`src/rtl/prm_pkg.sv`:
```
// shared constants, types and helpers for the press rate monitor
package prm_pkg;

  // stamp store geometry
  localparam int STAMP_DEPTH = 256;
  localparam int ADDR_W      = $clog2(STAMP_DEPTH);
  localparam int CNT_W       = $clog2(STAMP_DEPTH + 1);

  // field widths
  localparam int TIME_W  = 32;
  localparam int PRES_W  = 12;
  localparam int IVL_W   = 16;
  localparam int WIN_W   = 16;
  localparam int COUNT_W = 9;
  localparam int RATE_W  = 21;

  // rate scaling: presses per minute times 100 with the window in ms
  localparam int                 SCALE_W    = 23;
  localparam logic [SCALE_W-1:0] RATE_SCALE = SCALE_W'(6000000);
  localparam int                 PROD_W     = CNT_W + SCALE_W;
  localparam int                 STEP_W     = $clog2(PROD_W + 1);

  localparam logic [RATE_W-1:0]  RATE_MAX  = '1;
  localparam logic [COUNT_W-1:0] COUNT_MAX = '1;

  // configuration port
  localparam int CFG_IDX_W  = 4;
  localparam int CFG_DATA_W = 16;

  localparam logic [CFG_IDX_W-1:0] REG_THRESHOLD = 4'd0;
  localparam logic [CFG_IDX_W-1:0] REG_IVL_MIN   = 4'd1;
  localparam logic [CFG_IDX_W-1:0] REG_IVL_MAX   = 4'd2;
  localparam logic [CFG_IDX_W-1:0] REG_WINDOW    = 4'd3;

  localparam logic [PRES_W-1:0] THRESHOLD_RST = 12'd30;
  localparam logic [IVL_W-1:0]  IVL_MIN_RST   = 16'd100;
  localparam logic [IVL_W-1:0]  IVL_MAX_RST   = 16'd120;
  localparam logic [WIN_W-1:0]  WINDOW_RST    = 16'd5000;

  // divider status
  typedef struct packed {
    logic busy;
    logic done;
  } div_stat_t;

  // clamp a stamp count to the result field
  function automatic logic [COUNT_W-1:0] sat_count(input logic [CNT_W-1:0] c);
    logic [31:0] w;
    w = 32'(c);
    return (w > 32'(COUNT_MAX)) ? COUNT_MAX : w[COUNT_W-1:0];
  endfunction

  // clamp a quotient to the rate field
  function automatic logic [RATE_W-1:0] sat_rate(input logic [PROD_W-1:0] q);
    logic [63:0] w;
    w = 64'(q);
    return (w > 64'(RATE_MAX)) ? RATE_MAX : w[RATE_W-1:0];
  endfunction

endpackage

```
`src/rtl/prm_div.sv`:
```
// restoring divider, one quotient bit per cycle
module prm_div import prm_pkg::*; (
  input  logic              clk,
  input  logic              rst,
  input  logic              start,
  input  logic [PROD_W-1:0] dividend,
  input  logic [WIN_W-1:0]  divisor,
  output logic [PROD_W-1:0] quotient,
  output div_stat_t         stat
);

  logic [WIN_W-1:0]  rem;
  logic [PROD_W-1:0] quo;
  logic [WIN_W-1:0]  dsr;
  logic [STEP_W-1:0] steps;
  logic              busy;
  logic              done;

  logic [WIN_W:0]    rem_sh;
  logic              fits;
  logic [WIN_W:0]    rem_sub;

  assign rem_sh  = {rem, quo[PROD_W-1]};
  assign fits    = rem_sh >= {1'b0, dsr};
  assign rem_sub = rem_sh - {1'b0, dsr};

  always_ff @(posedge clk) begin
    if (rst) begin
      busy  <= 1'b0;
      done  <= 1'b0;
      steps <= '0;
    end else begin
      done <= 1'b0;
      if (start) begin
        busy  <= 1'b1;
        steps <= STEP_W'(PROD_W);
      end else if (busy) begin
        steps <= steps - STEP_W'(1);
        if (steps == STEP_W'(1)) begin
          busy <= 1'b0;
          done <= 1'b1;
        end
      end
    end
  end

  always_ff @(posedge clk) begin
    if (start) begin
      rem <= '0;
      quo <= dividend;
      dsr <= divisor;
    end else if (busy) begin
      rem <= fits ? rem_sub[WIN_W-1:0] : rem_sh[WIN_W-1:0];
      quo <= {quo[PROD_W-2:0], fits};
    end
  end

  assign quotient  = quo;
  assign stat.busy = busy;
  assign stat.done = done;

endmodule

```
`config.mk`:
```
export PLATFORM = sky130hd
export DESIGN_NAME = prm_div
export DESIGN_NICKNAME = d
export VERILOG_FILES = /design/src/rtl/prm_pkg.sv /design/src/rtl/prm_div.sv
export SDC_FILE = /design/constraint.sdc
export NUM_CORES = 1
export LEC_CHECK = 0
export ABC_AREA = 1
export ABC_CLOCK_PERIOD_IN_PS = 3400
export BUFFER_PORTS_ARGS = -buffer_cell sky130_fd_sc_hd__buf_2
export CORE_ASPECT_RATIO = 1.4
export CORE_MARGIN = 2
export CORE_UTILIZATION = 55
export DETAILED_ROUTE_END_ITERATION = 10
export PLACE_DENSITY = 0.79
export SLEW_MARGIN = 20
export SYNTH_ARGS = -nofsm -noshare
export SYNTH_HDL_FRONTEND = slang
export SYNTH_SLANG_ARGS = --single-unit
```
`constraint.sdc`:
```
create_clock -name clk -period 3.4 [get_ports clk]
set_input_delay 0.34 -clock clk [delete_from_list [all_inputs] [get_ports clk]]
set_output_delay 0.34 -clock clk [all_outputs]
set_load 0.05 [all_outputs]
```
# After elaboration in Yosys (flattened, before gate mapping)
# Index checks and enable logic that the tools add are counted.
# word_totals
output_inout_bits	34
word_cells	24
latch_bits	0
input_bits	51
regBits	72
mem_count	0
ramBits	0
romBits	0
# classes
n_shift	0
magnitude_cmp	1
add_sub_neg	2
n_mul	0
n_div	0
bitwise_logic	1
mux	9
reduce_logical	3
n_eq_ne	1
# ops
op	n
$mux W32	2
$ge A17 B16 Y1	1
$mux W16	1
$sub A16 B16 Y16	1
$mux W6	2
$eq A6 B1 Y1 const B	1
$sub A6 B1 Y6 const B	1
$mux W1	4
$reduce_or A3 Y1	1
$reduce_bool A2 Y1	1
$reduce_or A2 Y1	1
$not A1 Y1	1

# Logic depth before layout (Yosys ltp)
# logic_depth
word_depth	4
mapped_depth	14
depth_no_buf	14

# Worst setup path after synthesis
# Ideal clock, no wire load.
# synth_path
path_kind	register to register
start	register quo[31], in the netlist quotient[31]
end	register rem[14]
arrival_time_ns	2.059
n_path_buf	0
slack_ns	1.228
required_ns	3.288
period_less_slack_ns	2.172
path_stages_with_launch	12
cell_sequence	edfxtp_1 -> inv_1 -> ha_1 -> fa_1 -> nor2_1 -> nor2_1 -> o21ai_1 -> nand2_1 -> nand3_1 -> nand3_2 -> nand2_1 -> nand2_1
# synth_via
elab_chain_cells	2
word_cells_on_any_way	3
cone_classes	add/sub (1); order compare (1); mux (1)
# synth_rtl
item	line_no	rtl
start, declared	prm_div.sv:13	logic [PROD_W-1:0] quo;
start signal, assigned	prm_div.sv:50	quo <= dividend;
start signal, assigned	prm_div.sv:54	quo <= {quo[PROD_W-2:0], fits};
$sub A16 B16 Y16 or $ge A17 B16 Y1 (tied branches)	prm_div.sv:25, prm_div.sv:24	
$mux W16 *	prm_div.sv:53	rem <= fits ? rem_sub[WIN_W-1:0] : rem_sh[WIN_W-1:0];
end signal, assigned	prm_div.sv:53	
end, declared	prm_div.sv:12	logic [WIN_W-1:0] rem;
# Mark *: on every way between the ends. The rest lies on a longest branch, timed or not.
# A chain may end at the register's enable or synchronous reset.

# Final worst setup path
# layout_path
start	register dsr[4]
end	register rem[9]
# layout_via
elab_chain_cells	2
word_cells_on_any_way	3
cone_classes	add/sub (1); order compare (1); mux (1)
# layout_rtl
item	line_no	rtl
start, declared	prm_div.sv:14	logic [WIN_W-1:0] dsr;
start signal, assigned	prm_div.sv:51	dsr <= divisor;
$sub A16 B16 Y16 or $ge A17 B16 Y1 (tied branches)	prm_div.sv:25, prm_div.sv:24	
$mux W16 *	prm_div.sv:53	
# Marks and branches as above.

==> impl_metrics.csv <==
group,metric,value,unit
floorplanning,die_height,106,um
setup_path,critPathCaptureType,"register",
clock_network,cts-hold-fix-buffers,0,
pwr,static-leakage-power,2.53,nW
sta,finalSetupViolations,0,
finish,post_route_cells_drive_above_1_share,19.0,%
status,status,"finished clean",
job,max_cap_violations,0,
setup_path,r2r_end,"rem[9]$_SDFFE_PP0P_",
place,dp_hpwl,6640,um
clock_network,cts_made_buffers,9,
place,port-buffer-count,84,
clock_network,clk_root_buffer_cell,"sky130_fd_sc_hd__clkbuf_8",
pwr,swShare,30.4,%
pwr,power_frac_comb,19.1,%
sta,period_needed,2.24,ns
clock_network,cts_num_sinks,72,
drt,wl,9020,um
synthesis,synthesis.area,0.00406,mm2
floorplanning,num_rows,37,
global_routing,antenna_violations_before_repair,0,
setup_path,critical_path_class,"reg -> reg",
synthesis,synth-seq-cells,72,
finish,insertedDiodeCount,0,
synthesis,syn-num-nets,596,
synthesis,post_synth_inst_count,526,
drt,wl_per_cell,12.7,um
clock_network,clk-insertion-delay-late,0.36,ns
global_routing,grtUsageMet3,6.59,%
drt,drt-pass1-iter-count,4,
pwr,power_frac_clock,33.3,%
min_path,hold_path_depth,1,
sta,worst_relative_slew_slack,38.6,%
min_path,hp-class,"in -> reg",
finish,area_growth_from_synthesis_to_layout,17.3,%
pwr,powerDensity,459,mW/mm2
setup_path,worstRegToRegCells,11,
place,placed_area,0.00455,mm2
global_routing,globalRouteMet2Util,42.7,%
global_routing,grtUsageMet1,27.5,%
drt,detail-route-antenna-nets,0,
clock_network,post-cts-setup-buffer-count,0,
synthesis,synth_edf_count,48,
synthesis,synth_area_leader_cell,"sky130_fd_sc_hd__edfxtp_1",
clock_network,cts.path.max_buffers,2,
sta,setup_repair_after_global_routing_missed_its_margin,"false",
sta,finalHoldViolCount,0,
finish,final_area,0.00476,mm2
global_routing,grt.busiest_layer,"met2",
drt,post_drt_via_cell_ratio,5.04,
drt,count_of_routing_violations_after_the_opening_detailed_route_iteration,229,
setup_path,setup.reg_to_reg.worst_slack,1.16,ns
drt,routed-via-count,3587,
global_routing,grt_usage,24.3,%
synthesis,synth.yosys.seq_area_share,47.3,%
synthesis,synth.avg_cell_area,7.72,um2
synthesis,synth.lib_cells_used.distinct,35,
setup_path,regToRegStartpoint,"dsr[4]$_DFFE_PP_",
setup_path,cp.arrival,2.54,ns
clock_network,htree_num_levels,3,
pwr,power_switching,0.665,mW
setup_path,critical_path.max_fanout,18,
synthesis,synth_async_sr_flop_share,0,%
place,globalplace.congestion,0.971,
clock_network,worst_setup_hold_path_clk_slew,0.08,ns
sta,tightest_slew,0.916,ns
sta,timing.clock.skew,0.0106,ns
global_routing,number_of_global_route_vias_before_repair,3555,
sta,final_max_slew_viol_count,0,
setup_path,critical_path_required,3.69,ns
floorplanning,chip_width,76.6,um
pwr,ir_drop,0.363,mV
global_routing,grt_overflow_total,0,
pwr,p_seq_share,47.6,%
floorplanning,io_pins,85,
sta,fmaxAchievable,446,MHz
pwr,cell_internal_power_dissipation,1.52,mW
finish,total_number_of_nets_in_the_final_design,680,
min_path,hold_path_startpoint,"divisor[0]",
clock_network,cts_resized,0,
setup_path,worstSetupStartpointType,"register",
floorplanning,initial_utilization,55.9,%
synthesis,synth.top_cells.by_area,"sky130_fd_sc_hd__edfxtp_1, sky130_fd_sc_hd__nand2_1, sky130_fd_sc_hd__dfxtp_1",
floorplanning,core_region_area,0.00727,mm2
synthesis,yosys_warnings,0,
sta,ratio_of_final_minimum_period_to_clock_period,66.0,%
synthesis,synth-main-ff-cell,"sky130_fd_sc_hd__edfxtp_1",
global_routing,pin_count_of_the_biggest_net_entering_global_routing,37,
clock_network,cts_tree,"done",
drt,route.detailed.drc,0,
min_path,worstHoldEndpoint,"dsr[0]$_DFFE_PP_",
floorplanning,dieArea,0.00810,mm2
synthesis,netlist.area_leader.share,35.5,%
sta,final_layout_setup_total_negative_slack,0,ns
global_routing,grt_pass1_wl,15600,um
-- layout by cell type (no fill, tap or decap), drive strengths merged, types with 7 or more instances in the layout --
cell	netlist	layout
a21oi	11	11
nand2	224	224
buf	6	87
nand3	39	39
ha	18	18
clkbuf	8	12
nor2	27	27
inv	76	77
dfxtp	24	24
nand3b	7	7
o21ai	11	11
edfxtp	48	48
nor3	7	7
-- worst max path at each step --
stage | from | end | slack, ns | cells after the start
6_report | dsr[4]$_DFFE_PP_ | rem[9]$_SDFFE_PP0P_ | 1.16 | 11
3_5_place_dp | start | steps[4]$_SDFFE_PP0P_ | 0.92 | 4
2_1_floorplan | quotient[31]$_DFFE_PP_ | rem[14]$_SDFFE_PP0P_ | 1.23 | 11
3_3_place_gp | start | steps[4]$_SDFFE_PP0P_ | 1.0 | 4
4_1_cts | dsr[4]$_DFFE_PP_ | rem[9]$_SDFFE_PP0P_ | 1.15 | 11
5_1_grt | dsr[5]$_DFFE_PP_ | rem[2]$_SDFFE_PP0P_ | 0.93 | 11
-- sequential cells by signal (all words and copies together) (netlist names) --
name and flops:
busy 1, done 1, dsr 16, quotient 32
rem 16, steps 6
-- worst max-delay path, stage by stage, from the launching register on --
cell and delay [ns]:
sky130_fd_sc_hd__edfxtp_1 0.37, sky130_fd_sc_hd__inv_1 0.07, sky130_fd_sc_hd__ha_1 0.28, sky130_fd_sc_hd__nand2_1 0.18, sky130_fd_sc_hd__nor2_1 0.08, sky130_fd_sc_hd__nand4_1 0.11
sky130_fd_sc_hd__nand2_1 0.09, sky130_fd_sc_hd__nor2_4 0.42, sky130_fd_sc_hd__nand2_4 0.25, sky130_fd_sc_hd__nand2_1 0.13, sky130_fd_sc_hd__nand3_1 0.09, sky130_fd_sc_hd__nand2_1 0.10
-- metal layers --
metal	up-vias	part of all wire, %
li1	1833	-
met1	1610	40
met2	126	51
met3	18	6.6
met4	0	2.3
met5	-	0
-- logic make-up after synthesis --
| group | share of synthesized area (%) |
|---|---|
| xor+xnor | 1.29 |
| buf+inv | 9.08 |
| compound gates | 3.88 |
| flops | 47.3 |
| fa+ha+maj | 6.04 |
| simple gates | 32.4 |
-- power by group through the flow --
stage	sequential, mW	combinational [mW]	clock, mW
floorplan	1.20	0.163	0
CTS	1.04	0.420	0.738
detailed placement	1.06	0.419	0
global placement	1.06	0.411	0
finish	1.04	0.417	0.728
global route	1.05	0.457	0.774
-- cells in the mapped netlist, types with 7 or more instances --
| cell type | n |
|---|---|
| sky130_fd_sc_hd__a21oi_1 | 9 |
| sky130_fd_sc_hd__ha_1 | 18 |
| sky130_fd_sc_hd__nand3b_1 | 7 |
| sky130_fd_sc_hd__nor2_1 | 24 |
| sky130_fd_sc_hd__edfxtp_1 | 48 |
| sky130_fd_sc_hd__dfxtp_1 | 24 |
| sky130_fd_sc_hd__clkbuf_1 | 8 |
| sky130_fd_sc_hd__nand2_1 | 221 |
| sky130_fd_sc_hd__nand3_1 | 36 |
| sky130_fd_sc_hd__nor3_1 | 7 |
| sky130_fd_sc_hd__inv_1 | 75 |
| sky130_fd_sc_hd__o21ai_0 | 9 |
-- stage by stage --
step	util, %	power [mW]	hold WS, ns	setup WS, ns	std cells
6_report	65.6	2.19	0.157	1.16	712
4_1_cts	65.6	2.20	0.146	1.15	712
3_5_place_dp	62.6	1.48	0.465	0.921	696
3_3_place_gp	62.6	1.47	0.457	0.999	696
2_1_floorplan	-	1.36	0.418	1.23	526
5_1_grt	65.6	2.28	0.136	0.927	712
-- layout make-up --
class	instances	area (um2)
clock buffers	12	165
clock inverters	4	50.0
fillers	652	2500
inverters	77	289
multi-input cells	363	1770
flip-flops and latches	72	1920
well taps	97	121
repair buffers	87	443
(Power assumes the default switching activity.)
